$ cat src/otb_mul.sv
// Iterative shift-add multiplier, one multiplier bit per cycle.
module otb_mul #(
	parameter int AW = 108,
	parameter int BW = 54
) (
	input  logic            clk,
	input  logic            arst_n,
	input  logic            start,
	input  logic [AW-1:0]   a,
	input  logic [BW-1:0]   b,
	output logic            done,
	output logic [AW+BW-1:0] product
);
	localparam int PW = AW + BW;
	localparam int CW = $clog2(BW + 1);

	logic [PW-1:0] acc_q;
	logic [PW-1:0] a_q;
	logic [BW-1:0] b_q;
	logic [CW-1:0] cnt_q;
	logic          done_q;

	always_ff @(posedge clk or negedge arst_n) begin
		if (!arst_n) begin
			cnt_q  <= '0;
			done_q <= 1'b0;
		end else begin
			done_q <= 1'b0;
			if (start) begin
				cnt_q <= CW'(BW);
			end else if (cnt_q != '0) begin
				cnt_q <= cnt_q - 1'b1;
				if (cnt_q == CW'(1)) done_q <= 1'b1;
			end
		end
	end

	always_ff @(posedge clk) begin
		if (start) begin
			acc_q <= '0;
			a_q   <= PW'(a);
			b_q   <= b;
		end else if (cnt_q != '0) begin
			if (b_q[0]) acc_q <= acc_q + a_q;
			a_q <= a_q << 1;
			b_q <= b_q >> 1;
		end
	end

	assign done    = done_q;
	assign product = acc_q;
endmodule

$ cat src/otb_sweep.sv
// Threshold sweep sequencer: walks the histogram, exact variance compare on a shared multiplier.
module otb_sweep #(
	parameter int LEVELS     = 256,
	parameter int COUNT_BITS = 23
) (
	input  logic                      clk,
	input  logic                      arst_n,
	input  logic                      start,
	input  logic [COUNT_BITS-1:0]     n,
	input  logic [COUNT_BITS+7:0]     s,
	input  logic [COUNT_BITS-1:0]     rd_data,
	output logic                      sw_en,
	output logic [$clog2(LEVELS)-1:0] sw_addr,
	output logic                      busy,
	output logic                      done,
	output logic [7:0]                level
);
	localparam int LB  = $clog2(LEVELS);
	localparam int CB  = COUNT_BITS;
	localparam int MW  = CB + 8;
	localparam int XW  = 2 * CB + 8;
	localparam int QW  = 4 * CB + 16;
	localparam int DW  = 2 * CB;
	localparam int AW  = QW;
	localparam int BW  = XW;
	localparam int PW  = AW + BW;

	localparam logic [3:0] S_IDLE = 4'd0;
	localparam logic [3:0] S_WAIT = 4'd1;
	localparam logic [3:0] S_RD   = 4'd2;
	localparam logic [3:0] S_ACC  = 4'd3;
	localparam logic [3:0] S_CHK  = 4'd4;
	localparam logic [3:0] S_MST  = 4'd5;
	localparam logic [3:0] S_MRUN = 4'd6;
	localparam logic [3:0] S_CMP  = 4'd7;
	localparam logic [3:0] S_DONE = 4'd8;

	localparam logic [2:0] M_SW  = 3'd0;
	localparam logic [2:0] M_MN  = 3'd1;
	localparam logic [2:0] M_SQ  = 3'd2;
	localparam logic [2:0] M_DEN = 3'd3;
	localparam logic [2:0] M_LHS = 3'd4;
	localparam logic [2:0] M_RHS = 3'd5;

	logic [3:0]    state_q;
	logic [2:0]    mstep_q;
	logic [LB-1:0] k_q;
	logic [CB-1:0] w_q;
	logic [MW-1:0] m_q;
	logic [XW-1:0] sw_q;
	logic [XW-1:0] mn_q;
	logic [QW-1:0] sq_q;
	logic [DW-1:0] den_q;
	logic [PW-1:0] lhs_q;
	logic [PW-1:0] rhs_q;
	logic [QW-1:0] best_sq_q;
	logic [DW-1:0] best_den_q;
	logic [7:0]    win_q;

	logic          mul_start;
	logic          mul_done;
	logic [AW-1:0] mul_a;
	logic [BW-1:0] mul_b;
	logic [PW-1:0] mul_p;
	logic [XW-1:0] diff;

	assign diff = (sw_q >= mn_q) ? (sw_q - mn_q) : (mn_q - sw_q);

	always_comb begin
		mul_a = '0;
		mul_b = '0;
		case (mstep_q)
			M_SW: begin
				mul_a = AW'(s);
				mul_b = BW'(w_q);
			end
			M_MN: begin
				mul_a = AW'(m_q);
				mul_b = BW'(n);
			end
			M_SQ: begin
				mul_a = AW'(diff);
				mul_b = diff;
			end
			M_DEN: begin
				mul_a = AW'(w_q);
				mul_b = BW'(n - w_q);
			end
			M_LHS: begin
				mul_a = sq_q;
				mul_b = BW'(best_den_q);
			end
			M_RHS: begin
				mul_a = best_sq_q;
				mul_b = BW'(den_q);
			end
			default: begin
				mul_a = '0;
				mul_b = '0;
			end
		endcase
	end

	assign mul_start = (state_q == S_MST);

	otb_mul #(.AW(AW), .BW(BW)) u_mul (
		.clk     (clk),
		.arst_n  (arst_n),
		.start   (mul_start),
		.a       (mul_a),
		.b       (mul_b),
		.done    (mul_done),
		.product (mul_p)
	);

	always_ff @(posedge clk or negedge arst_n) begin
		if (!arst_n) begin
			state_q <= S_IDLE;
			mstep_q <= M_SW;
			k_q     <= '0;
		end else begin
			case (state_q)
				S_IDLE: begin
					if (start) state_q <= S_WAIT;
					k_q <= '0;
				end
				S_WAIT: state_q <= S_RD;
				S_RD:   state_q <= S_ACC;
				S_ACC:  state_q <= S_CHK;
				S_CHK: begin
					mstep_q <= M_SW;
					if (w_q == '0 || w_q >= n) begin
						if (k_q == LB'(LEVELS - 1)) state_q <= S_DONE;
						else begin
							k_q     <= k_q + 1'b1;
							state_q <= S_RD;
						end
					end else begin
						state_q <= S_MST;
					end
				end
				S_MST: state_q <= S_MRUN;
				S_MRUN: begin
					if (mul_done) begin
						if (mstep_q == M_RHS) state_q <= S_CMP;
						else begin
							mstep_q <= mstep_q + 1'b1;
							state_q <= S_MST;
						end
					end
				end
				S_CMP: begin
					if (k_q == LB'(LEVELS - 1)) state_q <= S_DONE;
					else begin
						k_q     <= k_q + 1'b1;
						state_q <= S_RD;
					end
				end
				S_DONE: state_q <= S_IDLE;
				default: state_q <= S_IDLE;
			endcase
		end
	end

	always_ff @(posedge clk) begin
		case (state_q)
			S_IDLE: begin
				w_q        <= '0;
				m_q        <= '0;
				best_sq_q  <= '0;
				best_den_q <= DW'(1);
				win_q      <= '0;
			end
			S_ACC: begin
				w_q <= w_q + rd_data;
				m_q <= m_q + MW'(k_q) * MW'(rd_data);
			end
			S_MRUN: begin
				if (mul_done) begin
					case (mstep_q)
						M_SW:    sw_q  <= XW'(mul_p);
						M_MN:    mn_q  <= XW'(mul_p);
						M_SQ:    sq_q  <= QW'(mul_p);
						M_DEN:   den_q <= DW'(mul_p);
						M_LHS:   lhs_q <= mul_p;
						M_RHS:   rhs_q <= mul_p;
						default: lhs_q <= lhs_q;
					endcase
				end
			end
			S_CMP: begin
				if (lhs_q > rhs_q) begin
					best_sq_q  <= sq_q;
					best_den_q <= den_q;
					win_q      <= 8'(k_q);
				end
			end
			default: win_q <= win_q;
		endcase
	end

	assign sw_en   = (state_q == S_RD);
	assign sw_addr = k_q;
	assign busy    = (state_q != S_IDLE);
	assign done    = (state_q == S_DONE);
	assign level   = win_q;
endmodule

$ cat config.mk
export PLATFORM = sky130hd
export DESIGN_NAME = otb_sweep
export DESIGN_NICKNAME = d
export VERILOG_FILES = /design/src/otb_mul.sv /design/src/otb_sweep.sv
export SDC_FILE = /design/constraint.sdc
export NUM_CORES = 2
export LEC_CHECK = 0
export BUFFER_PORTS_ARGS = -buffer_cell sky130_fd_sc_hd__clkbuf_2
export CAP_MARGIN = 20
export CORE_ASPECT_RATIO = 0.75
export CORE_MARGIN = 10
export CORE_UTILIZATION = 58
export DETAILED_ROUTE_END_ITERATION = 6
export PLACE_DENSITY = 0.78
export SETUP_SLACK_MARGIN = 0.05
export SYNTH_ARGS = -nofsm -noshare
export SYNTH_HDL_FRONTEND = slang
export SYNTH_SLANG_ARGS = --single-unit
export TNS_END_PERCENT = 30
$ cat constraint.sdc
create_clock -name clk -period 44.1 [get_ports clk]
set_input_delay 4.41 -clock clk [delete_from_list [all_inputs] [get_ports clk]]
set_output_delay 4.41 -clock clk [all_outputs]
set_load 0.01 [all_outputs]
-- Word-level counts from Yosys, hierarchy flattened
Index checks and enable logic that the tools add are counted.
- output and inout port bits: 19
- logic and storage cells: 107
- memory bits (writable): 0
- register bits: 1202
- bits in latches: 0
- bits in read-only memories: 0
- input port bits: 80
- memories: 0
- shift operators: 0
- multiply operators: 1
- bitwise gates (word level): 0
- eq/ne operators: 20
- div/mod/pow operators: 0
- multiplexer cells: 32
- $lt $le $gt $ge: 3
- reduce and logical (&&, ||, !) cells: 22
- add/sub/neg operators: 9
- operators by type and width (operator ; number):
    case mux 108 bit (6 select lines) ; 1
    2-to-1 mux 108 bit ; 3
    case mux 54 bit (6 select lines) ; 1
    case mux 108 bit (2 select lines) ; 1
    adder 162 bit ; 1
    greater-than comparator 162 bit ; 1
    2-to-1 mux 54 bit ; 3
    subtractor 54 bit ; 2
    case mux 46 bit (2 select lines) ; 1
    case mux 31 bit (2 select lines) ; 1
    greater-or-equal comparator 54 bit ; 1
    2-to-1 mux 46 bit ; 1
    case mux 23 bit (2 select lines) ; 1
    case mux 4 bit (8 select lines) ; 1
    adder 31 bit ; 1
    multiplier 8 x 23 -> 31 bit ; 1
    2-to-1 mux 8 bit ; 3
    case mux 8 bit (3 select lines) ; 1
    subtractor 23 x 23 -> 24 bit ; 1
    adder 23 bit ; 1
    greater-or-equal comparator 23 bit ; 1
    logical NOT 23 bit ; 1
    AND reduction 3 bit ; 7
    == test 4 x 3 -> 1 bit (second input constant) ; 4
    28 further kinds ; 47

-- Longest topological paths before layout
- depth after elaboration: 4
- depth in mapped cells: 26
- depth with buffers taken out: 24

-- By module
From an unflattened synthesis, not the netlist that was laid out.
- cell total of the unflattened synthesis: 7260
- area total of the unflattened synthesis: 74276.2 um^2
- modules (own cells, without submodules) (module ; area each (um^2) ; instances ; sequential area each (um^2) ; cells an instance):
    otb_sweep ; 48785.5 ; 1 ; 24458.5 ; 4267
    otb_mul ; 25490.7 ; 1 ; 9364.0 ; 2993

-- Worst setup path after synthesis
Ideal clock, no wire load.
- path kind: reg-to-reg
- start point: register lhs_q[51]
- end point: register best_den_q[0], enable pin
- path buffers: 0
- library setup time: 0.907 ns
- clock period less this slack: 13.887 ns
- path slack: 30.213 ns
- cell stages (with the launch flop): 15
- arrival: 12.980 ns
- cells stage by stage: edfxtp_1 ha_1 a21o_1 a21o_1 a21o_1 a21oi_1 nor2b_1 o21ai_0 nand2b_1 a21oi_1 o21ai_0 a21oi_1 o21ai_0 a21oi_1 o21ai_0
- word-level cells in the longest chain between the ends: 3
- ends and longest elaborated chain (element ; RTL line ; source):
    start: declaration ; otb_sweep.sv:54 ; logic [PW-1:0] lhs_q;
    start signal: assignment ; otb_sweep.sv:185 ; M_LHS: lhs_q <= mul_p;
    start signal: assignment ; otb_sweep.sv:187 ; default: lhs_q <= lhs_q;
    greater-than comparator 162 bit ; otb_sweep.sv:192 ; if (lhs_q > rhs_q) begin
    inequality test 2 bit (no source line) ; -- ;
    AND reduction 2 bit (no source line) ; -- ;
    end signal: assignment ; otb_sweep.sv:194 ; best_den_q <= den_q;
    end: declaration ; otb_sweep.sv:57 ; logic [DW-1:0] best_den_q;
Every way passes these cells.
A chain may end at the register's enable or synchronous reset.

-- Worst setup path in the final report
- start point: input rd_data[4]
- end point: register m_q[29], data pin
- word-level cells in the longest chain between the ends: 3
- ends and longest elaborated chain (element ; RTL line ; source):
    start: declaration ; otb_sweep.sv:11 ; input logic [COUNT_BITS-1:0] rd_data,
    multiplier 8 x 23 -> 31 bit ; otb_sweep.sv:176 ; m_q <= m_q + MW'(k_q) * MW'(rd_data);
    adder 31 bit ; otb_sweep.sv:176 ;
    case mux 31 bit (2 select lines) ; otb_sweep.sv:166 ; case (state_q)
    end signal: assignment ; otb_sweep.sv:176 ;
    end: declaration ; otb_sweep.sv:49 ; logic [MW-1:0] m_q;
Every way passes these cells.

==> flow_metrics.env <==
export IMPL_status="complete, but fails checks"
export IMPL_violations="DRC"
export IMPL_post_cts_buffers=0
export IMPL_synth_seq_cells=1202
export IMPL_port_buffers=98
export IMPL_synth_area_um2=73100
export IMPL_layout_nets=8021
export IMPL_final_core_util_pct=63.2
export IMPL_grt_setup_unrepaired="no"
export IMPL_r2r_slack_ns=37.39
export IMPL_relSlewSlack_pct=21.3
export IMPL_clk_path_buf_depth=3
export IMPL_synth_ff_type="edfxtp_1"
export IMPL_fp_row_count=112
export IMPL_syn2layout_area_growth_pct=7.88
export IMPL_ir_drop_mv=0.0533
export IMPL_insertion_delay_ns=0.78
export IMPL_die_h_um=327
export IMPL_htreeDepth=3
export IMPL_setup_viol=0
export IMPL_syn_inst=7320
export IMPL_worstSetupPathType="in2reg"
export IMPL_die_area_um2=141000
export IMPL_finalMaxSlewViolations=0
export IMPL_first_iter_violations=7765
export IMPL_tritoncts="yes"
export IMPL_power_leakage_nw=32.6
export IMPL_clock_fmax_mhz=105
export IMPL_synth_sequential_area_ratio_pct=46.3
export IMPL_num_vias=57600
export IMPL_skew_ns=0.0494
export IMPL_cts_inserted_buffers=116
export IMPL_hold_class="reg2reg"
export IMPL_gp_congestion=0.991
export IMPL_hold_viol=0
export IMPL_powerDensity_nw_per_um2=56.0
export IMPL_drt_pre_antenna_iters=7
export IMPL_final_cells=9007
export IMPL_grt_max_degree=163
export IMPL_fp_coreArea_um2=125000
export IMPL_layout_drive_gt1_share_pct=5.82
export IMPL_startpoint_type="input pin"
export IMPL_fin_crit_sh_pct=21.5
export IMPL_synth_nets=8094
export IMPL_grt_usage_pct=30.0
export IMPL_clockRootBuffer="clkbuf_16"
export IMPL_dp_cells=8781
export IMPL_critPathRequiredTime_ns=44.58
export IMPL_worst_setup_path_end_kind="flip-flop"
export IMPL_ios=99
export IMPL_die_width_um=430
export IMPL_ant_nets=0
export IMPL_arrival_ns=9.98
export IMPL_start_util_pct=58.6
export IMPL_placed_area_um2=74900
export IMPL_dp_hpwl_um=158000
export IMPL_worst_pin_slew_ns=1.18
export IMPL_clkSinkCount=1202
export IMPL_synth_edf_count=964
export IMPL_path_clk_slew_ns=0.07
export IMPL_antenna_found_initial=8
export IMPL_fin_crit_ns=9.50
export IMPL_critical_path_max_fanout=9
export IMPL_routed_via_density=6.39
export IMPL_final_common_cell="edfxtp_1"
export IMPL_yosysUniqueCellTypes=86
export IMPL_drt_total_wl_um=218000
export IMPL_final_cell_mix="964 x edfxtp_1, 887 x nand2_1, 716 x a21oi_1"
export IMPL_drv_cap=0
export IMPL_synthArstFlopShare_pct=1.83
export IMPL_grt_pass1_vias=54900
export IMPL_ctsHoldBuffers=0
export IMPL_grt_pass1_wl_um=332000
export IMPL_synth_warnings=0
export IMPL_postSynthAreaPerCell_um2=9.98
export IMPL_wl_per_cell_um=24.2
export IMPL_drc=11
export IMPL_post_cts_resized=0
export IMPL_stdcell_area_um2=78800
export IMPL_fin_setup_tns_ns=0
export IMPL_gr_total_overflow=0
-- metrics by stage --
stage / power [mW] / hold slack, ns / setup slack, ns
6_report: 4.42 / 0.455 / 34.60
5_1_grt: 4.65 / 0.489 / 34.19
4_1_cts: 4.38 / 0.457 / 34.76
3_5_place_dp: 3.34 / 0.466 / 33.96
3_3_place_gp: 3.30 / 0.455 / 33.97
2_1_floorplan: 2.85 / 0.439 / 30.21
-- cells by family after synthesis --
kind of cell | count (synthesis) | share of synthesized area [%]
flops | 1202 | 46.3
buf+inv | 999 | 5.20
simple gates | 2048 | 13.1
mux | 37 | 0.538
compound gates | 2071 | 18.1
fa+ha+maj | 694 | 13.5
xor+xnor | 269 | 3.22
-- final timing paths --
| kind | startpoint | end | cells past startpoint |
|---|---|---|---|
| worst min-delay path | u_mul.a_q[108] | u_mul.a_q[109] | 2 |
| worst max-delay path | rd_data[4] | m_q[29] | 23 |
| max in group asynchronous | arst_n | mstep_q[2] | 1 |
| min in group asynchronous | arst_n | state_q[2] | 1 |
| worst min register to register | u_mul.a_q[108] | u_mul.a_q[109] | 2 |
| worst max register to register | sw_addr[5] | m_q[29] | 20 |
-- worst max-delay path, cell delays in order --
cell      delay (ns)
clkbuf_2        0.22
nand2_1         0.11
fa_1            0.52
inv_1           0.05
fa_1            0.46
ha_1            0.30
inv_1           0.05
fa_1            0.52
inv_1           0.04
ha_1            0.31
nor2b_1         0.15
o21ai_0         0.23
a21boi_0        0.18
o21a_1          0.22
o21ai_0         0.41
a21o_1          0.21
a21boi_0        0.13
o31ai_1         0.42
o21ai_0         0.26
a31oi_1         0.38
o211ai_1        0.18
xnor2_1         0.16
nor2_1          0.05
-- layout make-up --
class / count / area [µm²]
clock inverter: 79 / 913
timing repair buffer: 157 / 966
inverter: 651 / 2440
clock buffer: 142 / 3020
multi-input combinational: 5119 / 35600
sequential: 1202 / 33800
tap: 1653 / 2070
antenna: 4 / 10.0
fill: 9995 / 45900
-- registers in the layout, summed over array words and instances, names as in the netlist --
name,cells
best_sq_q,108
u_mul.a_q,162
rhs_q,162
best_den_q,46
sq_q,108
u_mul.product,162
state_q,4
den_q,46
u_mul.b_q,54
level,8
mn_q,54
u_mul.cnt_q,6
sw_addr,8
lhs_q,162
m_q,31
u_mul.done,1
sw_q,54
w_q,23
mstep_q,3
-- cell usage after synthesis (55+ instances only) --
cell type	n	share of area (%)
edfxtp_1	964	40
nand2_1	892	4.6
a21oi_1	717	4.9
inv_1	650	3.3
ha_1	534	9.1
o21ai_0	411	2.8
nor2_1	361	1.9
and2_1	304	2.6
clkbuf_1	300	1.5
a21o_1	246	2.5
dfxtp_1	216	5.9
nand4_1	161	1.4
fa_1	160	4.4
xnor2_1	157	1.9
xor2_1	112	1.3
o21bai_1	102	1.0
a22oi_1	90	0.92
nor3_1	73	0.50
nand3_1	55	0.38
-- metal layers --
| metal | global-route usage, % | part of all wire, % |
|---|---|---|
| met1 | 45.0 | 44 |
| met2 | 43.4 | 42 |
| met3 | 7.85 | 12 |
| met4 | 6.70 | 2.2 |
| met5 | 0 | 0.0050 |
-- report_power, final --
group / switching [mW] / leakage (nW) / internal, mW
clock: 0.461 / 1.89 / 0.580
combinational: 1.01 / 19.4 / 0.539
sequential: 0.268 / 11.4 / 1.56
total: 1.74 / 32.6 / 2.68
No activity file was read; power rests on OpenSTA's default activity.
